[src/mfs_pkg.sv]
// Shared types and constants for the multilevel feedback scheduler.
// Used by the queue cells, the queue chain and the top level; no dependencies.
package mfs_pkg;

    localparam int LEVELS      = 4;
    localparam int QUEUE_DEPTH = 16;
    localparam int COUNT_W     = $clog2(QUEUE_DEPTH + 1);
    localparam int INDEX_W     = $clog2(QUEUE_DEPTH);

    localparam logic [1:0] STATUS_DONE  = 2'd0;
    localparam logic [1:0] STATUS_EMPTY = 2'd1;
    localparam logic [1:0] STATUS_FULL  = 2'd2;

    localparam logic FUNC_ADD      = 1'b0;
    localparam logic FUNC_DISPATCH = 1'b1;

    localparam logic MODE_FEEDBACK = 1'b0;

    typedef struct packed {
        logic [7:0]  id;
        logic [7:0]  prio;
        logic [15:0] need;
        logic [15:0] run;
    } entry_t;

    typedef enum logic [1:0] {
        QOP_NONE,
        QOP_INSERT,
        QOP_POP
    } qop_t;

    typedef struct packed {
        qop_t   op;
        entry_t entry;
    } qcmd_t;

    typedef enum logic {
        ST_IDLE,
        ST_REINSERT
    } state_t;

endpackage

[src/mfs_cell.sv]
// One slot of the sorted ready queue; holds an entry and trades it with its neighbors.
// Depends on mfs_pkg for the entry and command types.
module mfs_cell (
    input  logic            aclk,
    input  logic            occupied_i,
    input  mfs_pkg::qcmd_t  cmd_i,
    input  logic            left_keep_i,
    input  mfs_pkg::entry_t left_entry_i,
    input  mfs_pkg::entry_t right_entry_i,
    output logic            keep_o,
    output mfs_pkg::entry_t entry_o
);

    mfs_pkg::entry_t entry_reg;
    mfs_pkg::entry_t entry_next;

    // An occupied slot of equal or higher priority stays ahead of the new entry.
    assign keep_o  = occupied_i && (entry_reg.prio >= cmd_i.entry.prio);
    assign entry_o = entry_reg;

    always_comb begin
        entry_next = entry_reg;
        unique case (cmd_i.op)
            mfs_pkg::QOP_INSERT: begin
                if (!keep_o) begin
                    if (left_keep_i) begin
                        entry_next = cmd_i.entry;
                    end else begin
                        entry_next = left_entry_i;
                    end
                end
            end
            mfs_pkg::QOP_POP: begin
                entry_next = right_entry_i;
            end
            default: begin
                entry_next = entry_reg;
            end
        endcase
    end

    always_ff @(posedge aclk) begin
        entry_reg <= entry_next;
    end

endmodule

[src/mfs_queue.sv]
// Sorted ready queue built as a row of mfs_cell slots plus the fill count.
// Depends on mfs_pkg and mfs_cell.
module mfs_queue (
    input  logic                         aclk,
    input  logic                         aresetn,
    input  mfs_pkg::qcmd_t               cmd_i,
    output mfs_pkg::entry_t              head_o,
    output logic [mfs_pkg::COUNT_W-1:0]  count_o
);

    logic [mfs_pkg::COUNT_W-1:0] count_reg;
    logic [mfs_pkg::COUNT_W-1:0] count_next;

    mfs_pkg::entry_t                   entries [mfs_pkg::QUEUE_DEPTH];
    logic [mfs_pkg::QUEUE_DEPTH-1:0]   keep;

    genvar k;
    generate
        for (k = 0; k < mfs_pkg::QUEUE_DEPTH; k++) begin : g_cell
            logic            occupied;
            logic            left_keep;
            mfs_pkg::entry_t left_entry;
            mfs_pkg::entry_t right_entry;

            assign occupied = (mfs_pkg::COUNT_W'(k) < count_reg);

            if (k == 0) begin : g_first
                // The first slot takes the new entry whenever it yields its place.
                assign left_keep  = 1'b1;
                assign left_entry = cmd_i.entry;
            end else begin : g_inner
                assign left_keep  = keep[k-1];
                assign left_entry = entries[k-1];
            end

            if (k == mfs_pkg::QUEUE_DEPTH - 1) begin : g_last
                assign right_entry = entries[k];
            end else begin : g_mid
                assign right_entry = entries[k+1];
            end

            mfs_cell u_cell (
                .aclk          (aclk),
                .occupied_i    (occupied),
                .cmd_i         (cmd_i),
                .left_keep_i   (left_keep),
                .left_entry_i  (left_entry),
                .right_entry_i (right_entry),
                .keep_o        (keep[k]),
                .entry_o       (entries[k])
            );
        end
    endgenerate

    always_comb begin
        count_next = count_reg;
        unique case (cmd_i.op)
            mfs_pkg::QOP_INSERT: count_next = count_reg + mfs_pkg::COUNT_W'(1);
            mfs_pkg::QOP_POP:    count_next = count_reg - mfs_pkg::COUNT_W'(1);
            default:             count_next = count_reg;
        endcase
    end

    always_ff @(posedge aclk) begin
        if (!aresetn) begin
            count_reg <= '0;
        end else begin
            count_reg <= count_next;
        end
    end

    assign head_o  = entries[0];
    assign count_o = count_reg;

endmodule

[src/multilevel_feedback_scheduler_core.sv]
// Multilevel feedback queue scheduler: a sorted ready queue of process entries.
// Add items enqueue a process at the top level; dispatch items pop the head,
// run it for one round and reinsert it unless it has finished.
// Channels: s_* carries input items (s_tuser selects add or dispatch), m_* carries
// one result item per input item, cfg_* writes the one-bit scheduling mode.
// A result is registered and appears in the cycle after its item is taken.
// An add, or a dispatch that finishes its process or finds the queue empty, is done
// in one pass; a dispatch that reinserts its process holds off the next item while
// the popped head is put back by a second pass through the cell row.
// Inserts shift the cells behind the insert point by one slot, all at once.
// A new item is taken while the last result still waits, as long as the output
// register is emptied in the same cycle; a stalled receiver holds m_* steady and
// blocks further items once the output register is full.
// Reset (aresetn low, synchronous) empties the queue and selects feedback mode;
// no clearing pass is needed, since slots beyond the fill count are never read.
// Configuration writes are always accepted and should be made while idle.
// Depends on mfs_pkg and mfs_queue.
module multilevel_feedback_scheduler_core (
    input  logic        aclk,
    input  logic        aresetn,
    input  logic        s_tvalid,
    output logic        s_tready,
    input  logic [23:0] s_tdata,   // proc_id[7:0], need_time[23:8]
    input  logic [0:0]  s_tuser,   // func[0]
    output logic        m_tvalid,
    input  logic        m_tready,
    output logic [39:0] m_tdata,   // out_id[7:0], ticks_run[11:8], run_total[27:12],
                                   // prio_after[35:28], finished[36], zero fill [39:37]
    output logic [1:0]  m_tuser,   // status[1:0]
    input  logic        cfg_valid,
    output logic        cfg_ready,
    input  logic [0:0]  cfg_data   // sched_mode[0]
);

    mfs_pkg::state_t state_reg, state_next;
    logic            mode_reg;
    logic            out_valid_reg, out_valid_next;
    logic [36:0]     out_data_reg, out_data_next;
    logic [1:0]      out_status_reg, out_status_next;
    mfs_pkg::entry_t pend_reg, pend_next;

    mfs_pkg::qcmd_t               qcmd;
    mfs_pkg::entry_t              head;
    logic [mfs_pkg::COUNT_W-1:0]  count;

    logic        accept;
    logic [7:0]  in_id;
    logic [15:0] in_need;
    logic [15:0] need_fixed;
    logic        queue_full;
    logic        queue_empty;

    logic        slice_scaled;
    logic [7:0]  shift_amt;
    logic [15:0] slice;
    logic [15:0] left;
    logic [15:0] ticks;
    logic [15:0] run_new;
    logic        done;
    logic [7:0]  prio_new;
    logic [3:0]  ticks_rep;

    mfs_queue u_queue (
        .aclk    (aclk),
        .aresetn (aresetn),
        .cmd_i   (qcmd),
        .head_o  (head),
        .count_o (count)
    );

    assign in_id       = s_tdata[7:0];
    assign in_need     = s_tdata[23:8];
    assign need_fixed  = (in_need == 16'd0) ? 16'd1 : in_need;
    assign queue_full  = (count == mfs_pkg::COUNT_W'(mfs_pkg::QUEUE_DEPTH));
    assign queue_empty = (count == '0);

    assign s_tready  = (state_reg == mfs_pkg::ST_IDLE) && (!out_valid_reg || m_tready);
    assign accept    = s_tvalid && s_tready;
    assign cfg_ready = 1'b1;

    // Round arithmetic on the current head entry.
    assign slice_scaled = (mode_reg == mfs_pkg::MODE_FEEDBACK) && (head.prio >= 8'd1)
                          && (head.prio <= 8'(mfs_pkg::LEVELS));
    assign shift_amt    = 8'(mfs_pkg::LEVELS) - head.prio;
    assign slice        = slice_scaled ? (16'd1 << shift_amt) : 16'd1;
    assign left         = (head.need > head.run) ? (head.need - head.run) : 16'd0;
    assign ticks        = (slice < left) ? slice : left;
    assign run_new      = head.run + ticks;
    assign done         = (run_new >= head.need);
    assign ticks_rep    = (ticks > 16'd15) ? 4'd15 : ticks[3:0];

    always_comb begin
        prio_new = head.prio;
        if (!done) begin
            if (mode_reg == mfs_pkg::MODE_FEEDBACK) begin
                if (head.prio > 8'd1) begin
                    prio_new = head.prio - 8'd1;
                end
            end else begin
                if (head.prio < 8'd255) begin
                    prio_new = head.prio + 8'd1;
                end
            end
        end
    end

    always_comb begin
        state_next      = state_reg;
        pend_next       = pend_reg;
        out_data_next   = out_data_reg;
        out_status_next = out_status_reg;
        out_valid_next  = out_valid_reg && !m_tready;
        qcmd.op         = mfs_pkg::QOP_NONE;
        qcmd.entry      = pend_reg;

        unique case (state_reg)
            mfs_pkg::ST_IDLE: begin
                if (accept) begin
                    out_valid_next = 1'b1;
                    if (s_tuser[0] == mfs_pkg::FUNC_ADD) begin
                        out_data_next = {1'b0, 8'(mfs_pkg::LEVELS), 16'd0, 4'd0, in_id};
                        if (queue_full) begin
                            out_status_next = mfs_pkg::STATUS_FULL;
                        end else begin
                            out_status_next = mfs_pkg::STATUS_DONE;
                            qcmd.op         = mfs_pkg::QOP_INSERT;
                            qcmd.entry      = '{id: in_id, prio: 8'(mfs_pkg::LEVELS),
                                                need: need_fixed, run: 16'd0};
                        end
                    end else if (queue_empty) begin
                        out_data_next   = '0;
                        out_status_next = mfs_pkg::STATUS_EMPTY;
                    end else begin
                        out_data_next   = {done, prio_new, run_new, ticks_rep, head.id};
                        out_status_next = mfs_pkg::STATUS_DONE;
                        qcmd.op         = mfs_pkg::QOP_POP;
                        pend_next       = '{id: head.id, prio: prio_new,
                                            need: head.need, run: run_new};
                        if (!done) begin
                            state_next = mfs_pkg::ST_REINSERT;
                        end
                    end
                end
            end
            mfs_pkg::ST_REINSERT: begin
                qcmd.op    = mfs_pkg::QOP_INSERT;
                qcmd.entry = pend_reg;
                state_next = mfs_pkg::ST_IDLE;
            end
            default: begin
                state_next = mfs_pkg::ST_IDLE;
            end
        endcase
    end

    always_ff @(posedge aclk) begin
        if (!aresetn) begin
            state_reg     <= mfs_pkg::ST_IDLE;
            out_valid_reg <= 1'b0;
            mode_reg      <= mfs_pkg::MODE_FEEDBACK;
        end else begin
            state_reg     <= state_next;
            out_valid_reg <= out_valid_next;
            if (cfg_valid) begin
                mode_reg <= cfg_data[0];
            end
        end
    end

    always_ff @(posedge aclk) begin
        pend_reg       <= pend_next;
        out_data_reg   <= out_data_next;
        out_status_reg <= out_status_next;
    end

    assign m_tvalid = out_valid_reg;
    assign m_tdata  = {3'b000, out_data_reg};
    assign m_tuser  = out_status_reg;

endmodule

[config.mk]
export PLATFORM = sky130hd
export DESIGN_NAME = multilevel_feedback_scheduler_core
export DESIGN_NICKNAME = d
export VERILOG_FILES = /design/src/mfs_pkg.sv /design/src/mfs_cell.sv /design/src/mfs_queue.sv /design/src/multilevel_feedback_scheduler_core.sv
export SDC_FILE = /design/constraint.sdc
export NUM_CORES = 2
export LEC_CHECK = 0
export BUFFER_PORTS_ARGS = -buffer_cell sky130_fd_sc_hd__buf_2
export CAP_MARGIN = 20
export CORE_MARGIN = 2
export CORE_UTILIZATION = 45
export CTS_BUF_LIST = sky130_fd_sc_hd__clkbuf_8
export DETAILED_ROUTE_END_ITERATION = 7
export HOLD_SLACK_MARGIN = 0.03
export PLACE_DENSITY = 0.7
export SETUP_SLACK_MARGIN = 0.15
export SYNTH_ARGS = -nofsm -noshare
export SYNTH_HDL_FRONTEND = slang
export SYNTH_SLANG_ARGS = --single-unit
[constraint.sdc]
create_clock -name aclk -period 12.4 [get_ports aclk]
set_clock_uncertainty 0.2 [all_clocks]
set_input_delay 2.48 -clock aclk [delete_from_list [all_inputs] [get_ports aclk]]
set_output_delay 2.48 -clock aclk [all_outputs]
set_load 0.02 [all_outputs]
=== Word-level counts from Yosys, hierarchy flattened ===
Index checks and enable logic that the tools add are counted.

* Latch bits: 0
* Memory bits (writable): 0
* Output and inout port bits: 45
* Word-level logic and storage cells: 266
* Memories: 0
* Flip-flop bits (word level): 863
* Memory bits (read-only): 0

* Eq/ne operators: 18
* Order comparisons: 40
* Bitwise logic cells: 5
* Shifts and indexed selects: 1
* Multiplexer cells: 73
* $mul: 0
* Add/subtract/negate cells: 7
* Divide/modulo/power cells: 0
* Reductions and logical operators: 46

{| class="wikitable"
|+ Operators by type and width
! cell !! count
|-
| 48-bit two-way mux || 31
|-
| 48-bit one-hot mux with 2 select lines || 15
|-
| 8-bit greater-or-equal comparator || 16
|-
| 50-bit one-hot mux with 2 select lines || 1
|-
| 16-bit two-way mux || 4
|-
| 50-bit two-way mux || 1
|-
| 49-bit two-way mux || 1
|-
| 4-bit by 5-bit less-than comparator with 1-bit output (first input constant) || 8
|-
| 8-bit two-way mux || 5
|-
| 2-bit AND reduction || 17
|-
| 31-bit two-way mux || 1
|-
| 2-bit inequality test (second input constant) || 15
|-
| 1-bit logical AND || 21
|-
| 3-bit by 5-bit less-than comparator with 1-bit output (first input constant) || 4
|-
| 16-bit adder || 1
|-
| 16-bit greater-or-equal comparator || 1
|-
| 16-bit > comparator || 1
|-
| 16-bit by 4-bit > comparator with 1-bit output (second input constant) || 1
|-
| 16-bit zero test || 1
|-
| 16-bit less-than comparator || 1
|-
| 1-bit by 8-bit left shift with 16-bit output (first input constant) || 1
|-
| 16-bit subtractor || 1
|-
| 1-bit by 5-bit less-than comparator with 1-bit output (first input constant) || 2
|-
| 2-bit by 5-bit less-than comparator with 1-bit output (first input constant) || 2
|-
| 24 further kinds || 38
|}

=== Logic depth before layout (Yosys ltp) ===
* Depth after elaboration: 13
* Mapped depth: 43

=== By module ===
From an unflattened synthesis, not the netlist that was laid out.

* Cell total of the unflattened synthesis: 4628
* Area, all modules: 50181.9 µm²

{| class="wikitable"
|+ By module, submodules not included
! module !! area an instance (µm²) !! seq. area each (µm²) !! times used !! cells an instance
|-
| mfs_cell || 2673.8 || 1441.4 || 16 || 240
|-
| multilevel_feedback_scheduler_core || 6909.1 || 2672.6 || 1 || 721
|-
| mfs_queue || 491.7 || 100.1 || 1 || 67
|}

=== Worst setup path after synthesis ===
Ideal clock, no wire load.

* Kind: input to register
* Start point: input port s_tvalid
* End point: register u_queue.g_cell[15].u_cell.entry_reg, in the netlist u_queue.g_cell[15].u_cell.entry_o[0] (enable)
* Slack: 2.633 ns
* Path buffers: 4
* Stages on the path: 19
* Arrival time: 9.040 ns
* Required time: 11.673 ns
* Cells stage by stage: nand2b_1 -> nand2b_1 -> or3_1 -> buf_2 -> buf_4 -> buf_4 -> nand2_1 -> inv_1 -> buf_2 -> ha_1 -> nand2b_1 -> a21o_1 -> a21o_1 -> a21o_1 -> a21o_1 -> a21o_1 -> a21o_1 -> a21o_1 -> a21boi_0

* Cells in the longest elaborated chain, start to end: 7
* Elaborated cells on any way between the ends: 8
* Those cells by class: 1 x order compare; 1 x eq/ne; 2 x mux; 1 x bitwise; 3 x reduce/logical

{| class="wikitable"
|+ RTL lines
! what !! RTL line !! RTL
|-
| start, declared || multilevel_feedback_scheduler_core.sv:21 || <nowiki>input logic s_tvalid,</nowiki>
|-
| 1-bit logical AND * || multilevel_feedback_scheduler_core.sv:78 || <nowiki>assign accept = s_tvalid && s_tready;</nowiki>
|-
| 50-bit two-way mux * || multilevel_feedback_scheduler_core.sv:118 || <nowiki>if (accept) begin</nowiki>
|-
| 50-bit one-hot mux with 2 select lines * || multilevel_feedback_scheduler_core.sv:116 || <nowiki>unique case (state_reg)</nowiki>
|-
| 8-bit greater-or-equal comparator || mfs_cell.sv:18 || <nowiki>assign keep_o = occupied_i && (entry_reg.prio >= cmd_i.entry.prio);</nowiki>
|-
| 1-bit logical AND || mfs_cell.sv:18 ||
|-
| 1-bit NOT (no source line) || n/a ||
|-
| 2-bit AND reduction (no source line) * || n/a ||
|-
| end signal, assigned || mfs_cell.sv:43 || <nowiki>entry_reg <= entry_next;</nowiki>
|-
| end, declared || mfs_cell.sv:14 || <nowiki>mfs_pkg::entry_t entry_reg;</nowiki>
|}

Mark *: on every way between the ends. The rest lies on a longest branch, timed or not.
A chain may end at the register's enable or synchronous reset.

=== Final worst setup path ===
* Start point: register u_queue.g_cell[0].u_cell.entry_reg, in the netlist u_queue.g_cell[0].u_cell.entry_o[25]
* End point: register out_data_reg[30], data pin

* Cells in the longest elaborated chain, start to end: 8
* Elaborated cells on any way between the ends: 9
* Those cells by class: 2 x add/sub; 3 x order compare; 4 x mux

{| class="wikitable"
|+ RTL lines
! what !! RTL line !! RTL
|-
| start, declared || mfs_cell.sv:14 ||
|-
| start signal, assigned || mfs_cell.sv:43 ||
|-
| 16-bit subtractor / 16-bit > comparator (equally long branches) || multilevel_feedback_scheduler_core.sv:86 || <nowiki>assign left = (head.need > head.run) ? (head.need - head.run) : 16'd0;</nowiki>
|-
| 16-bit two-way mux * || multilevel_feedback_scheduler_core.sv:86 ||
|-
| 16-bit less-than comparator || multilevel_feedback_scheduler_core.sv:87 || <nowiki>assign ticks = (slice < left) ? slice : left;</nowiki>
|-
| 16-bit two-way mux * || multilevel_feedback_scheduler_core.sv:87 ||
|-
| 16-bit adder * || multilevel_feedback_scheduler_core.sv:88 || <nowiki>assign run_new = head.run + ticks;</nowiki>
|-
| via run_new[14] || multilevel_feedback_scheduler_core.sv:58 || <nowiki>logic [15:0] run_new;</nowiki>
|-
| 16-bit greater-or-equal comparator * || multilevel_feedback_scheduler_core.sv:89 || <nowiki>assign done = (run_new >= head.need);</nowiki>
|-
| 8-bit two-way mux * || multilevel_feedback_scheduler_core.sv:94 || <nowiki>if (!done) begin</nowiki>
|-
| via prio_new[2] || multilevel_feedback_scheduler_core.sv:60 || <nowiki>logic [7:0] prio_new;</nowiki>
|-
| 31-bit two-way mux * || multilevel_feedback_scheduler_core.sv:130 || <nowiki>end else if (queue_empty) begin</nowiki>
|-
| end signal, assigned || multilevel_feedback_scheduler_core.sv:172 || <nowiki>out_data_reg <= out_data_next;</nowiki>
|-
| end, declared || multilevel_feedback_scheduler_core.sv:38 || <nowiki>logic [36:0] out_data_reg, out_data_next;</nowiki>
|}

Mark *: on every way through the listed nets, which the timed path passes. The rest lies on a longest branch.

==> metrics.yaml <==
die_h_um: 340
min_path_type: "reg -> reg"
rows: 123
synthFlopType: "edfxtp_1"
io_pins: 76
syn_inst: 5202
ir_worst_vdd_mv: 0.104
nFillCells: 10400
tns_ps: 0
hold_ws_ps: 288
critical-path-top-delay-family: "compound AO/OA/AOI/OAI gates"
final_common_cell: "edfxtp_1"
largest_reg_flops: 768
drt-total-wl_um: 150000
gp_congestion: 0.911
htree_levels: 4
core_um2: 112000
cpPeakStageDelay_ps: 890
synth.avg_cell_area_um2: 9.74
yosys_warnings: 0
numCtsBuffers: 153
max_freq_mhz: 106
port_buffers: 71
p_per_area_nw_per_um2: 177
start_util: 0.452
drive_gt1_frac: 0.0963
cts_resized: 0
hold_buffers: 0
mostFrequentLayoutCells: "edfxtp_1 (855), nand2_1 (501), a21oi_1 (405)"
required_ps: 12810
avgViaCountPerCell: 6.27
clk_latency_ps: 860
worst_slack_ps: 2930
syn_to_final_growth_pct: 8.41
finalPower_mw: 9.73
cts_tree: "built"
drv_slew: 0
antenna_left: 0
synth_seq_cells: 863
setup_violations: 0
ys_async_sr_fraction: 0
dp_hpwl_um: 98800
num_vias: 41500
routedWlPerCell_um: 22.6
max-slew-margin-rel: 0.206
dieArea_um2: 115000
drc: 0
status: "finished, final reports clean"
cp_common_cell: "a21oi_1"
gr-total-overflow: 0
p_leak_nw: 18.5
yosys.cell_types.count: 73
grt_usage: 0.252
tightest_slew_ps: 1190
cp-start-kind: "flop"
crit_fanout: 19
firstDrtPassIters: 6
cts.sink_count: 863
drtIter0Drc: 5260
synth_edf_count: 855
postCtsSetupBuffers: 0
syn-cell-area_um2: 50700
grt_pass1_wl_um: 233000
grt_pass1_vias: 38700
crit_type: "reg -> reg"
rsz0062_at_grt: "no"
placed_area_um2: 52100
die_x_um: 340
yosysSeqAreaShare: 0.510
cts.clk_slew.worst_paths_ps: 60
antenna_found_initial: 2
clk_path_buf_depth: 3
dpl_worst_slack_ps: 3060
crit_buf_inv: 2
grt_max_degree: 259
drv_cap: 0
final_nets: 5250
final_cell_area_um2: 54900
cp_slowest_cell: "a31oi_2"
hold_violations: 0
min_period_ps: 9470
period_share: 0.764
cts_root_buffer: "clkbuf_8"
critPathArrivalTime_ps: 9880
crit_path_end_kind: "flop"
[Yosys cell counts (83+ instances only)]
library cell,count,share of area
inv_1,108,0.0080
nand2_1,502,0.037
or3_1,285,0.035
a21o_1,83,0.012
a21oi_1,412,0.041
o21ai_0,351,0.035
o31ai_1,338,0.050
nor2_1,336,0.025
edfxtp_1,855,0.51
a31oi_1,315,0.039
nor3_1,397,0.039
clkbuf_1,402,0.030
ha_1,199,0.049
[worst register-to-register path, delay by kind of cell, from the launching register on]
family                   cells  cell delay [ps]
AO/OA/AOI/OAI               18             4670
adder cells (fa/ha/maj)      5             1600
AND/OR/NAND/NOR              8             1560
flip-flops                   1              470
XOR/XNOR                     2              370
multiplexers                 1              210
buffers and inverters        2              160
[through the flow]
step,instances,utilization
after floorplan,5212,-
after global placement,6350,0.464
after detailed placement,6355,0.465
after CTS,6620,0.489
after global routing,6629,0.490
final,6629,0.490
[area by class of cell]
cell class | instances | area, um2 | area share
inverter | 110 | 420 | 0.00765
sequential | 863 | 25800 | 0.470
tap | 1500 | 1880 | 0.0342
multi-input combinational | 3723 | 22800 | 0.416
antenna | 1 | 2.50 | 0.0000456
clock inverter | 108 | 518 | 0.00943
clock buffer | 157 | 2160 | 0.0393
timing repair buffer | 167 | 1280 | 0.0233
[worst paths after layout]
path | start | end | slack, ps | depth (start not counted)
worst min register to register | u_queue.g_cell[0].u_cell.entry_o[40] | pend_reg[40] | 290 | 0
worst max-delay path | u_queue.g_cell[0].u_cell.entry_o[25] | out_data_reg[30] | 2930 | 36
worst max register to register | u_queue.g_cell[0].u_cell.entry_o[25] | out_data_reg[30] | 2930 | 36
worst min-delay path | u_queue.g_cell[0].u_cell.entry_o[40] | pend_reg[40] | 290 | 0
[routing by layer]
layer  GRT usage  vias up  share of wire
met2       0.379     2115           0.44
li1            -    19200              -
met3      0.0391      279          0.081
met1       0.362    19900           0.44
met4       0.111        0          0.039
met5           0        -              0
[power by group]
part / internal (mW) / switching (mW) / total [mW]
sequential: 3.97 / 0.292 / 4.26
clock: 1.20 / 1.25 / 2.45
combinational: 0.950 / 2.07 / 3.02
total: 6.12 / 3.61 / 9.73
[cells by family (layout without fill, tap and decap cells)]
family          count (synthesis)  after routing  synth area share
compound gates               1699           1699             0.208
xor+xnor                       34             34           0.00615
fa+ha+maj                     201            201            0.0499
buf+inv                       626            542            0.0506
flops                         863            863             0.510
mux                            78             78            0.0166
other cells                     2             13          0.000148
simple gates                 1699           1699             0.158
No activity file was read; power rests on OpenSTA's default activity.
